$ cat config.mk
export PLATFORM = sky130hd
export DESIGN_NAME = sd_spi_sector_read_engine_top
export DESIGN_NICKNAME = d
export VERILOG_FILES = /design/src/rtl/sdrd_pkg.sv /design/src/rtl/sd_spi_sector_read_engine_top.sv /design/src/rtl/sdrd_step.sv
export SDC_FILE = /design/constraint.sdc
export NUM_CORES = 1
export LEC_CHECK = 0
export ABC_CLOCK_PERIOD_IN_PS = 6200
export BUFFER_PORTS_ARGS = -buffer_cell sky130_fd_sc_hd__clkbuf_2
export CORE_MARGIN = 10
export CORE_UTILIZATION = 32
export DETAILED_ROUTE_END_ITERATION = 8
export MAX_ROUTING_LAYER = met4
export PLACE_DENSITY = 0.48
export SLEW_MARGIN = 20
export SYNTH_ARGS = -nofsm -noshare
export SYNTH_HDL_FRONTEND = slang
export SYNTH_HIERARCHICAL = 1
export SYNTH_SLANG_ARGS = --single-unit
$ cat constraint.sdc
create_clock -name clk -period 6.2 [get_ports clk]
set_input_delay 1.55 -clock clk [delete_from_list [all_inputs] [get_ports clk]]
set_output_delay 1.55 -clock clk [all_outputs]
set_load 0.02 [all_outputs]
$ cat src/rtl/sdrd_pkg.sv
// Package for the SD SPI sector read engine: phase and status codes,
// protocol byte constants, and the state, config and result structs.
// No dependencies.
package sdrd_pkg;

  localparam int unsigned SECTOR_BYTES = 512;
  localparam int unsigned SECTOR_SHIFT = 9;

  localparam logic [7:0] CMD17_BYTE  = 8'h51;
  localparam logic [7:0] DUMMY_CRC   = 8'h01;
  localparam logic [7:0] DATA_TOKEN  = 8'hFE;
  localparam logic [7:0] IDLE_BYTE   = 8'hFF;
  localparam logic [15:0] POLL_LIMIT_RESET = 16'd8192;

  localparam logic CMD_START = 1'b0;
  localparam logic CMD_XFER  = 1'b1;

  localparam logic [1:0] REG_BLOCK_ADDR  = 2'd0;
  localparam logic [1:0] REG_RESP_LIMIT  = 2'd1;
  localparam logic [1:0] REG_TOKEN_LIMIT = 2'd2;

  localparam logic [2:0] FRAME_ADDR3 = 3'd1;
  localparam logic [2:0] FRAME_ADDR2 = 3'd2;
  localparam logic [2:0] FRAME_ADDR1 = 3'd3;
  localparam logic [2:0] FRAME_ADDR0 = 3'd4;
  localparam logic [2:0] FRAME_END   = 3'd6;

  typedef enum logic [3:0] {
    PH_IDLE  = 4'd0,
    PH_FRAME = 4'd1,
    PH_RESP  = 4'd2,
    PH_TOKEN = 4'd3,
    PH_DATA  = 4'd4,
    PH_CRC   = 4'd5
  } phase_t;

  typedef enum logic [2:0] {
    ST_OK     = 3'd0,
    ST_ARG    = 3'd1,
    ST_REJECT = 3'd2,
    ST_TOKEN  = 3'd3,
    ST_LINK   = 3'd4
  } status_t;

  typedef struct packed {
    logic        block_addressing;
    logic [15:0] response_poll_limit;
    logic [15:0] token_poll_limit;
  } cfg_t;

  typedef struct packed {
    phase_t      phase;
    logic        link_good;
    logic [31:0] card_address;
    logic [23:0] sectors_left;
    logic [9:0]  bytes_left_in_sector;
    logic [8:0]  offset_left;
    logic [31:0] length_left;
    logic [15:0] poll_count;
    logic [2:0]  frame_index;
  } state_t;

  typedef struct packed {
    logic       tx_valid;
    logic [7:0] tx_byte;
    logic       select_restart;
    logic       data_valid;
    logic [7:0] data_byte;
    logic       done_res;
    status_t    status;
  } result_t;

endpackage

$ cat src/rtl/sd_spi_sector_read_engine_top.sv
// Top level of the SD SPI sector read engine: input register, config
// registers, state register and result register around sdrd_step.
// Depends on sdrd_pkg and sdrd_step.
//
//  channel | handshake             | payload
//  in      | in_valid / in_ready   | cmd, start_sector, start_offset, read_length, rx_byte
//  out     | out_valid / out_ready | tx_valid, tx_byte, select_restart, data_valid,
//          |                       | data_byte, done_res, status
//  cfg     | cfg_valid / cfg_ready | cfg_index, cfg_data
//
// One word per cycle unless the output stalls: input register, combinational step,
// result register. A word's result is registered once the result register is free.
// The input stage holds while the result register is full and not taken.
// Ignored words (start while busy, exchange while idle) give no result.
// rst is synchronous; cfg_ready is always high.
module sd_spi_sector_read_engine_top (
  input  logic        clk,
  input  logic        rst,
  input  logic        in_valid,
  output logic        in_ready,
  input  logic        cmd,
  input  logic [31:0] start_sector,
  input  logic [15:0] start_offset,
  input  logic [31:0] read_length,
  input  logic [7:0]  rx_byte,
  output logic        out_valid,
  input  logic        out_ready,
  output logic        tx_valid,
  output logic [7:0]  tx_byte,
  output logic        select_restart,
  output logic        data_valid,
  output logic [7:0]  data_byte,
  output logic        done_res,
  output logic [2:0]  status,
  input  logic        cfg_valid,
  output logic        cfg_ready,
  input  logic [1:0]  cfg_index,
  input  logic [31:0] cfg_data
);

  sdrd_pkg::cfg_t    cfg;
  sdrd_pkg::state_t  state;
  sdrd_pkg::state_t  state_next;
  sdrd_pkg::result_t res_next;
  sdrd_pkg::result_t res;
  logic              has_res;

  logic        stage_valid;
  logic        stage_cmd;
  logic [31:0] stage_sector;
  logic [15:0] stage_offset;
  logic [31:0] stage_length;
  logic [7:0]  stage_rx;
  logic        step_go;

  assign cfg_ready = 1'b1;
  assign step_go   = stage_valid && (!out_valid || out_ready);
  assign in_ready  = !stage_valid || step_go;

  always_ff @(posedge clk) begin
    if (rst) begin
      cfg.block_addressing    <= 1'b0;
      cfg.response_poll_limit <= sdrd_pkg::POLL_LIMIT_RESET;
      cfg.token_poll_limit    <= sdrd_pkg::POLL_LIMIT_RESET;
    end else if (cfg_valid) begin
      case (cfg_index)
        sdrd_pkg::REG_BLOCK_ADDR:  cfg.block_addressing    <= cfg_data[0];
        sdrd_pkg::REG_RESP_LIMIT:  cfg.response_poll_limit <= cfg_data[15:0];
        sdrd_pkg::REG_TOKEN_LIMIT: cfg.token_poll_limit    <= cfg_data[15:0];
        default: ;
      endcase
    end
  end

  always_ff @(posedge clk) begin
    if (rst) begin
      stage_valid <= 1'b0;
    end else if (in_valid && in_ready) begin
      stage_valid <= 1'b1;
    end else if (step_go) begin
      stage_valid <= 1'b0;
    end
  end

  always_ff @(posedge clk) begin
    if (in_valid && in_ready) begin
      stage_cmd    <= cmd;
      stage_sector <= start_sector;
      stage_offset <= start_offset;
      stage_length <= read_length;
      stage_rx     <= rx_byte;
    end
  end

  sdrd_step u_step (
    .cfg          (cfg),
    .cur          (state),
    .cmd          (stage_cmd),
    .start_sector (stage_sector),
    .start_offset (stage_offset),
    .read_length  (stage_length),
    .rx_byte      (stage_rx),
    .nxt          (state_next),
    .res          (res_next),
    .has_res      (has_res)
  );

  always_ff @(posedge clk) begin
    if (rst) begin
      state.phase                <= sdrd_pkg::PH_IDLE;
      state.link_good            <= 1'b1;
      state.card_address         <= 32'd0;
      state.sectors_left         <= 24'd0;
      state.bytes_left_in_sector <= 10'd0;
      state.offset_left          <= 9'd0;
      state.length_left          <= 32'd0;
      state.poll_count           <= 16'd0;
      state.frame_index          <= 3'd0;
    end else if (step_go) begin
      state <= state_next;
    end
  end

  always_ff @(posedge clk) begin
    if (rst) begin
      out_valid <= 1'b0;
    end else if (step_go) begin
      out_valid <= has_res;
    end else if (out_ready) begin
      out_valid <= 1'b0;
    end
  end

  always_ff @(posedge clk) begin
    if (step_go && has_res) begin
      res <= res_next;
    end
  end

  assign tx_valid       = res.tx_valid;
  assign tx_byte        = res.tx_byte;
  assign select_restart = res.select_restart;
  assign data_valid     = res.data_valid;
  assign data_byte      = res.data_byte;
  assign done_res       = res.done_res;
  assign status         = res.status;

`ifndef SYNTHESIS
  a_done_quiet: assert property (@(posedge clk) disable iff (rst)
    out_valid && done_res |-> !tx_valid && !data_valid)
    else $error("done word drives an exchange or data");

  a_status_only_on_done: assert property (@(posedge clk) disable iff (rst)
    out_valid && !done_res |-> status == sdrd_pkg::ST_OK)
    else $error("nonzero status without done");

  a_restart_cmd17: assert property (@(posedge clk) disable iff (rst)
    out_valid && select_restart |-> tx_valid && tx_byte == sdrd_pkg::CMD17_BYTE)
    else $error("select restart not on a command frame start");

  a_link_sticky: assert property (@(posedge clk) disable iff (rst)
    !state.link_good |=> !state.link_good)
    else $error("link marked good again without reset");

  a_stall_holds_state: assert property (@(posedge clk) disable iff (rst)
    out_valid && !out_ready |=> $stable(state))
    else $error("state moved while result stalled");
`endif

endmodule

$ cat src/rtl/sdrd_step.sv
// Combinational step of the read engine: one word in, next state and at
// most one result word out.
// Depends on sdrd_pkg.
module sdrd_step (
  input  sdrd_pkg::cfg_t    cfg,
  input  sdrd_pkg::state_t  cur,
  input  logic              cmd,
  input  logic [31:0]       start_sector,
  input  logic [15:0]       start_offset,
  input  logic [31:0]       read_length,
  input  logic [7:0]        rx_byte,
  output sdrd_pkg::state_t  nxt,
  output sdrd_pkg::result_t res,
  output logic              has_res
);

  logic [32:0] end_sum;
  logic [31:0] last_byte;
  logic        arg_bad;
  logic [15:0] poll_inc;
  logic [9:0]  bytes_dec;
  logic [7:0]  frame_byte;

  assign end_sum   = {1'b0, read_length} + {17'd0, start_offset};
  assign last_byte = end_sum[31:0] - 32'd1;
  assign arg_bad   = (start_offset >= 16'(sdrd_pkg::SECTOR_BYTES)) || end_sum[32] ||
                     (!cfg.block_addressing && (start_sector[31:23] != 9'd0));
  assign poll_inc  = cur.poll_count + 16'd1;
  assign bytes_dec = (cur.bytes_left_in_sector != 10'd0) ?
                     cur.bytes_left_in_sector - 10'd1 : 10'd0;

  always_comb begin
    case (cur.frame_index)
      sdrd_pkg::FRAME_ADDR3: frame_byte = cur.card_address[31:24];
      sdrd_pkg::FRAME_ADDR2: frame_byte = cur.card_address[23:16];
      sdrd_pkg::FRAME_ADDR1: frame_byte = cur.card_address[15:8];
      sdrd_pkg::FRAME_ADDR0: frame_byte = cur.card_address[7:0];
      default:               frame_byte = sdrd_pkg::DUMMY_CRC;
    endcase
  end

  always_comb begin
    nxt     = cur;
    res     = '0;
    has_res = 1'b0;
    if (cmd == sdrd_pkg::CMD_START) begin
      if (cur.phase == sdrd_pkg::PH_IDLE) begin
        has_res = 1'b1;
        if (!cur.link_good) begin
          res.done_res = 1'b1;
          res.status   = sdrd_pkg::ST_LINK;
        end else if (read_length == 32'd0) begin
          res.done_res = 1'b1;
          res.status   = sdrd_pkg::ST_OK;
        end else if (arg_bad) begin
          res.done_res = 1'b1;
          res.status   = sdrd_pkg::ST_ARG;
        end else begin
          nxt.card_address = cfg.block_addressing ? start_sector :
                             {start_sector[22:0], 9'd0};
          nxt.sectors_left = {1'b0, last_byte[31:sdrd_pkg::SECTOR_SHIFT]};
          nxt.offset_left  = start_offset[8:0];
          nxt.length_left  = read_length;
          nxt.bytes_left_in_sector = 10'd0;
          nxt.poll_count   = 16'd0;
          nxt.phase        = sdrd_pkg::PH_FRAME;
          nxt.frame_index  = sdrd_pkg::FRAME_ADDR3;
          res.tx_valid       = 1'b1;
          res.tx_byte        = sdrd_pkg::CMD17_BYTE;
          res.select_restart = 1'b1;
        end
      end
    end else begin
      case (cur.phase)
        sdrd_pkg::PH_IDLE: begin
          has_res = 1'b0;
        end
        sdrd_pkg::PH_FRAME: begin
          has_res      = 1'b1;
          res.tx_valid = 1'b1;
          if (cur.frame_index < sdrd_pkg::FRAME_END) begin
            res.tx_byte     = frame_byte;
            nxt.frame_index = cur.frame_index + 3'd1;
          end else begin
            res.tx_byte    = sdrd_pkg::IDLE_BYTE;
            nxt.phase      = sdrd_pkg::PH_RESP;
            nxt.poll_count = 16'd0;
          end
        end
        sdrd_pkg::PH_RESP: begin
          has_res        = 1'b1;
          nxt.poll_count = poll_inc;
          if (!rx_byte[7]) begin
            if (rx_byte != 8'd0) begin
              res.done_res  = 1'b1;
              res.status    = sdrd_pkg::ST_REJECT;
              nxt.phase     = sdrd_pkg::PH_IDLE;
              nxt.link_good = 1'b0;
            end else begin
              res.tx_valid   = 1'b1;
              res.tx_byte    = sdrd_pkg::IDLE_BYTE;
              nxt.phase      = sdrd_pkg::PH_TOKEN;
              nxt.poll_count = 16'd0;
            end
          end else if (poll_inc >= cfg.response_poll_limit) begin
            res.done_res  = 1'b1;
            res.status    = sdrd_pkg::ST_REJECT;
            nxt.phase     = sdrd_pkg::PH_IDLE;
            nxt.link_good = 1'b0;
          end else begin
            res.tx_valid = 1'b1;
            res.tx_byte  = sdrd_pkg::IDLE_BYTE;
          end
        end
        sdrd_pkg::PH_TOKEN: begin
          has_res        = 1'b1;
          nxt.poll_count = poll_inc;
          if (rx_byte != sdrd_pkg::IDLE_BYTE) begin
            if (rx_byte != sdrd_pkg::DATA_TOKEN) begin
              res.done_res  = 1'b1;
              res.status    = sdrd_pkg::ST_TOKEN;
              nxt.phase     = sdrd_pkg::PH_IDLE;
              nxt.link_good = 1'b0;
            end else begin
              res.tx_valid = 1'b1;
              res.tx_byte  = sdrd_pkg::IDLE_BYTE;
              nxt.phase    = sdrd_pkg::PH_DATA;
              nxt.bytes_left_in_sector = 10'(sdrd_pkg::SECTOR_BYTES);
            end
          end else if (poll_inc >= cfg.token_poll_limit) begin
            res.done_res  = 1'b1;
            res.status    = sdrd_pkg::ST_TOKEN;
            nxt.phase     = sdrd_pkg::PH_IDLE;
            nxt.link_good = 1'b0;
          end else begin
            res.tx_valid = 1'b1;
            res.tx_byte  = sdrd_pkg::IDLE_BYTE;
          end
        end
        sdrd_pkg::PH_DATA: begin
          has_res      = 1'b1;
          res.tx_valid = 1'b1;
          res.tx_byte  = sdrd_pkg::IDLE_BYTE;
          if (cur.offset_left != 9'd0) begin
            nxt.offset_left = cur.offset_left - 9'd1;
          end else if (cur.length_left != 32'd0) begin
            nxt.length_left = cur.length_left - 32'd1;
            res.data_valid  = 1'b1;
            res.data_byte   = rx_byte;
          end
          nxt.bytes_left_in_sector = bytes_dec;
          if (bytes_dec == 10'd0) begin
            nxt.phase       = sdrd_pkg::PH_CRC;
            nxt.frame_index = 3'd0;
          end
        end
        sdrd_pkg::PH_CRC: begin
          has_res = 1'b1;
          if (cur.frame_index == 3'd0) begin
            nxt.frame_index = 3'd1;
            res.tx_valid    = 1'b1;
            res.tx_byte     = sdrd_pkg::IDLE_BYTE;
          end else if (cur.sectors_left != 24'd0) begin
            nxt.sectors_left = cur.sectors_left - 24'd1;
            nxt.card_address = cur.card_address + (cfg.block_addressing ?
                               32'd1 : 32'(sdrd_pkg::SECTOR_BYTES));
            nxt.phase          = sdrd_pkg::PH_FRAME;
            nxt.frame_index    = sdrd_pkg::FRAME_ADDR3;
            res.tx_valid       = 1'b1;
            res.tx_byte        = sdrd_pkg::CMD17_BYTE;
            res.select_restart = 1'b1;
          end else begin
            res.done_res = 1'b1;
            res.status   = sdrd_pkg::ST_OK;
            nxt.phase    = sdrd_pkg::PH_IDLE;
          end
        end
        default: begin
          nxt.phase = sdrd_pkg::PH_IDLE;
        end
      endcase
    end
  end

endmodule

==> impl_metrics.csv, run 1 <==
group,metric,value,unit
cts,post_cts_buffers,0,
synthesis,synth_edf_count,112,
synthesis,synth_largest_area_cell,"edfxtp_1",
sta,maxSlewHeadroom,25.9,%
worst_setup_path,critPathCaptureType,"register",
cells_and_area,drive_gt1_share,10.9,%
cts,cts_hold_buf,0,
cells_and_area,layout_common_cells,"nand2b_1 (279), nand2_1 (244), mux2i_1 (167)",
pwr,p_comb_share,10.9,%
synthesis,synth_top_area_share,17.5,%
pwr,p_leak,0.00768,µW
sta,setup_viol,0,
detailed_routing,drtPass1Iterations,5,
pwr,p_switching,1210,µW
pwr,p_int,3420,µW
detailed_routing,num_vias,16400,
sta,clock_skew,0.0310,ns
global_routing,grt_pass1_wl,90300,µm
global_routing,grt_use_total,16.3,%
placed_design,io_buffers,136,
floorplan,die_area,70200,µm²
worst_setup_path,r2r_slack,1.45,ns
synthesis,synth_fp_nets,2445,
global_routing,grt_max_degree,171,
placed_design,placed_area,20300,µm²
sta,rsz0062_at_grt,"false",
synthesis,synthCells,2254,
hold_path,hold_class,"reg2reg",
cells_and_area,area_growth,12.0,%
cts,cts_buffer_depth,3,
pwr,seqPwrFrac,43.7,%
sta,hold_viol_final,0,
cells_and_area,final_common_cell,"nand2b_1",
detailed_routing,wl_per_cell,18.6,µm
global_routing,grt_overflow,0,
cts,clk_latency,0.56,ns
synthesis,synth-seq-area-share,34.8,%
pwr,power.total,4630,µW
detailed_routing,first_iter_violations,1051,
placed_design,place_congestion,0.851,
pwr,clock_power_share,45.4,%
floorplan,coreArea,59200,µm²
floorplan,rows,89,
detailed_routing,via_per_inst,5.28,
run,cap_violations,0,
sta,fmax,211,MHz
sta,worst_pin_slew,1.10,ns
pwr,switching_share,26.2,%
worst_setup_path,cp_max_fo,9,
sta,hold_slack,0.457,ns
floorplan,io_pins,154,
detailed_routing,drc,0,
global_routing,grt_pass1_vias,15900,
synthesis,netlist_area,19200,µm²
global_routing,antenna_found_initial,3,
sta,fin_crit_sh,76.6,%
sta,layout_min_cycle_time,4.75,ns
cts,ctsResizeCount,0,
synthesis,postSynthAreaPerCell,8.52,µm²
sta,setup_tns,0,ns
placed_design,hpwl,40000,µm
outcome,outcome,"finished, final reports clean",
cts,clk_pin_slew,0.06,ns
cts,cts_tree,"built",
worst_setup_path,cp-start-kind,"register",
worst_setup_path,arrival,5.22,ns
synthesis,synth.yosys.warnings,6,
synthesis,async_reset_ff_share,0,%
detailed_routing,drtAntennaViolNets,0,
floorplan,die_h,265,µm
cts,htree_levels,2,
pwr,ir_worst_vdd,0.000223,V
cts,cts.sinks,278,
synthesis,ys_ff_latch,278,
synthesis,yosys-top-cells-area,"edfxtp_1 (18%), dfxtp_1 (17%), nand2b_1 (9.1%)",
cells_and_area,final_nets,2495,
synthesis,synth-main-ff-cell,"dfxtp_1",
floorplan,die_w,265,µm
cells_and_area,final_area,21500,µm²
pwr,powerDensity,215,nW/µm²
cts,cts-root-buf,"clkbuf_16",
cts,cts_buffers,35,
worst_setup_path,crit_type,"reg2reg",
synthesis,ys_types,97,
worst_setup_path,worstPathRequired,6.67,ns
sta,slew_viol_final,0,
floorplan,initial_core_util,32.4,%
detailed_routing,drt-total-wl,57500,µm
path summary, 6_finish.rpt:
path / startpoint / end / cells after the start
worst max-delay path: state[3] / state[127] / 17
worst min register to register: cfg[30] / cfg[30] / 2
worst min-delay path: cfg[30] / cfg[30] / 2
worst max register to register: state[3] / state[127] / 17
cell type report:
class / instances / area, µm²
Tap cell: 773 / 967
Sequential cell: 278 / 6690
Inverter: 60 / 225
Clock buffer: 46 / 958
Timing Repair Buffer: 153 / 865
Multi-Input combinational cell: 1776 / 11600
Fill cell: 6122 / 37700
Clock inverter: 14 / 189
Antenna cell: 1 / 2.50
flip-flops by register name, indices dropped and copies added (netlist names), 3 cells and up:
name / count
cfg: 33
data_byte: 8
stage_length: 32
stage_offset: 16
stage_rx: 8
stage_sector: 32
state: 131
status: 3
tx_byte: 8
synth_stat cells, types with 11 or more instances:
library cell and instances:
nand3_1 56, buf_2 19, nand2b_1 279, nor2b_1 17, ha_1 62, or3_1 16, inv_1 60, and2_1 14
nor3b_1 11, o21ai_1 27, nor4_1 35, xor2_1 52, a31oi_1 23, a21oi_1 112, clkbuf_1 92, nor3_1 76
mux2i_1 167, edfxtp_1 112, xnor2_1 37, o211ai_1 14, a21o_1 20, a211oi_1 35, nor2_1 120, and3_1 51
nand4_1 17, o21ai_0 114, dfxtp_1 166, nand2_1 244
power by group through the flow:
| stage | Combinational (µW) | Sequential (µW) | Clock, µW |
|---|---|---|---|
| global route | 556 | 2030 | 2240 |
| finish | 505 | 2030 | 2100 |
| global placement | 499 | 2060 | 0 |
| floorplan | 372 | 2030 | 0 |
| CTS | 507 | 2030 | 2180 |
| detailed placement | 505 | 2060 | 0 |
per-stage QoR:
step	cells	worst slack, ns	utilization, %
final	3101	1.45	36.3
after global routing	3101	1.06	36.3
after CTS	3100	1.42	36.3
after detailed placement	3040	1.46	34.3
after global placement	3040	1.51	34.3
after floorplan	2254	1.86	-
cells by family after synthesis:
kind of cell    count (synthesis)  share of synthesized area [%]
simple gates                  994                           27.7
compound gates                451                           15.0
flops                         278                           34.8
buf+inv                       200                           4.93
mux                           178                           9.35
xor+xnor                       89                           4.06
fa+ha+maj                      63                           4.15
other cells                     1                         0.0195
worst max-delay path, cell delays in order, from the launching register on:
cell	delay, ns
dfxtp_1	0.47
and3_1	0.27
and3_1	0.25
and3_1	0.27
and3_1	0.27
and3_1	0.25
nand3_1	0.20
xnor2_1	0.32
ha_1	0.30
a21o_1	0.18
a21o_1	0.17
a21oi_1	0.29
or3b_2	0.60
or2_2	0.33
and4_1	0.18
o21ai_1	0.12
nand2b_1	0.07
mux2i_1	0.12
layer usage:
metal / wire length, µm / share of wire [%] / track usage [%] / vias up
met4: 1390 / 2.4 / 4.72 / 0
met1: 27400 / 48 / 21.3 / 7803
met2: 26500 / 46 / 25.8 / 319
li1: - / - / - / 8158
met3: 2290 / 4.0 / 2.57 / 83
met5: 0 / 0 / - / -
Power figures use the tool's default switching activity.
==> inputs of run 2 (changes only) <==
Settings changed: ABC_CLOCK_PERIOD_IN_PS 6200 to 4400.
Clock period 6.2 ns to 4.4 ns, I/O delays scaled along.
==> impl_metrics.csv, run 2 (synthesized netlist as in run 1, its figures left out) <==
group,metric,value,unit
sta,maxSlewHeadroom,46.6,%
floorplan,initial_core_util,32.4,%
pwr,powerDensity,299,nW/µm²
floorplan,coreArea,59200,µm²
detailed_routing,drt-total-wl,58400,µm
cells_and_area,drive_gt1_share,13.9,%
placed_design,hpwl,41500,µm
run,cap_violations,0,
cells_and_area,final_nets,2566,
worst_setup_path,worstPathRequired,4.88,ns
sta,layout_min_cycle_time,4.20,ns
detailed_routing,num_vias,16700,
outcome,outcome,"finished, final reports clean",
cts,cts_buffer_depth,3,
sta,slew_viol_final,0,
sta,setup_tns,0,ns
global_routing,grt_use_total,16.5,%
global_routing,grt_pass1_vias,16300,
floorplan,die_area,70200,µm²
worst_setup_path,r2r_end,"state[87]",
worst_setup_path,critPathCaptureType,"register",
detailed_routing,first_iter_violations,1082,
worst_setup_path,crit_family,"simple AND/OR/NAND/NOR gates",
cts,cts_buffers,36,
sta,fmax,238,MHz
worst_setup_path,crit_slowest_cell,"fa_1",
worst_setup_path,r2r-start,"stage_length[0]",
hold_path,hold_class,"reg2reg",
cells_and_area,nFillCells,6016,
cells_and_area,area_growth,15.4,%
worst_setup_path,cp-start-kind,"register",
cells_and_area,diodes,0,
floorplan,die_h,265,µm
sta,worst_pin_slew,0.799,ns
detailed_routing,drtPass1Iterations,6,
cts,htree_levels,2,
cells_and_area,layout_common_cells,"nand2b_1 (279), nand2_1 (244), mux2i_1 (167)",
global_routing,grt_overflow,0,
cells_and_area,largest_register,"state",
worst_setup_path,crit_buf_inv,1,
sta,hold_slack,0.457,ns
worst_setup_path,cp_common_cell,"nand2b_1",
cells_and_area,final_core_util,37.4,%
sta,clock_skew,0.0283,ns
global_routing,grt_max_degree,138,
floorplan,io_pins,154,
worst_setup_path,r2r_cells,15,
sta,setup_viol,0,
worst_setup_path,path_depth,15,
cells_and_area,multi_input_area,11700,µm²
worst_setup_path,path_cells,"ha_1, fa_1, xnor2_1, o2111ai_1, or4_4, a211oi_4, nand4_2, nor4_4, nand2b_1, nor4_1, buf_4, mux2_1, a211oi_1, nand2b_1, mux2i_1",
worst_setup_path,arrival,4.68,ns
floorplan,die_w,265,µm
sta,rsz0062_at_grt,"false",
pwr,p_leak,0.00806,µW
worst_setup_path,crit_type,"reg2reg",
cts,clk_latency,0.56,ns
cts,clk_pin_slew,0.06,ns
detailed_routing,drtAntennaViolNets,0,
sta,fin_crit_sh,95.4,%
sta,fin_ws,0.201,ns
worst_setup_path,cp_max_fo,4,
placed_design,dp_slack,0.0642,ns
hold_path,min_path_cells,2,
cells_and_area,seq_area,6690,µm²
detailed_routing,via_per_inst,5.25,
global_routing,grt_pass1_wl,91900,µm
placed_design,io_buffers,136,
worst_setup_path,max_stage_delay,0.45,ns
cells_and_area,reg.largest.list,"state: 131 flops, cfg: 33 flops",
worst_setup_path,r2r_slack,0.20,ns
global_routing,antenna_found_initial,1,
detailed_routing,drc,0,
cts,cts.sinks,278,
detailed_routing,wl_per_cell,18.4,µm
placed_design,place_congestion,0.841,
worst_setup_path,crit_start,"stage_length[0]",
sta,hold_viol_final,0,
cts,cts_hold_buf,0,
floorplan,rows,89,
worst_setup_path,crit_end,"state[87]",
pwr,ir_worst_vdd,0.000252,V
cells_and_area,largest_register_ffs,131,
cts,cts-root-buf,"clkbuf_16",
cells_and_area,final_common_cell,"nand2b_1",
cts,cts_tree,"built",
-- run 2: cell types whose count changed in the layout (fill, tap and decap cells not counted), sizes merged --
| cell | previous run | this run |
|---|---|---|
| clkinvlp | 1 | 4 |
| buf | 18 | 88 |
| bufinv | 4 | 5 |
| inv | 61 | 63 |
| clkbuf | 181 | 180 |
| diode | 1 | 0 |
-- run 2: worst min-delay path by stage --
stage | from | endpoint | slack [ns]
finish | cfg[12] | cfg[12] | 0.46
detailed placement | cfg[1] | cfg[1] | 0.45
global placement | cfg[18] | cfg[18] | 0.45
CTS | cfg[1] | cfg[1] | 0.46
global route | cfg[12] | cfg[12] | 0.48
floorplan | cfg[10] | cfg[10] | 0.44
-- run 2: layout make-up --
class                   count  share of cell area [%]
inverters                  60                    1.02
well taps                 773                    4.36
clock buffers              45                    4.22
flip-flops and latches    278                    30.2
clock inverters            20                    1.16
repair buffers            223                    6.46
multi-input cells        1776                    52.6
-- run 2: what timing repair did --
item	in CTS	in global routing
endpoints found under the setup margin	0	50
gates resized for setup	0	12
setup buffers	0	5
-- run 2: worst register-to-register path, stage by stage, from the launching register on --
cell       delay, ns
edfxtp_1        0.44
ha_1            0.25
fa_1            0.45
xnor2_1         0.16
o2111ai_1       0.13
or4_4           0.44
a211oi_4        0.22
nand4_2         0.21
nor4_4          0.42
nand2b_1        0.13
nor4_1          0.35
buf_4           0.17
mux2_1          0.34
a211oi_1        0.21
nand2b_1        0.08
mux2i_1         0.12
-- run 2: power breakdown --
part / switching, µW / total, µW / internal (µW) / leakage (µW)
Sequential: 75.7 / 2840 / 2760 / 0.00243
Clock: 1220 / 3030 / 1820 / 0.000566
Combinational: 452 / 761 / 309 / 0.00507
Total: 1740 / 6630 / 4890 / 0.00806
-- run 2: through the flow --
stage | cells | power, µW | instance area (µm²)
after floorplan | 2254 | 3390 | 19200
after global placement | 3105 | 3640 | 20900
after detailed placement | 3105 | 3640 | 20900
after CTS | 3170 | 6730 | 22100
after global routing | 3175 | 6910 | 22200
final | 3175 | 6630 | 22200
-- run 2: per-layer routing --
metal / GRT usage (%) / vias to the layer above / share of wire, %
met5: - / - / 0
met4: 3.98 / 0 / 1.7
met3: 2.27 / 62 / 4.5
met2: 26.8 / 382 / 47
met1: 21.4 / 7946 / 46
li1: - / 8288 / -
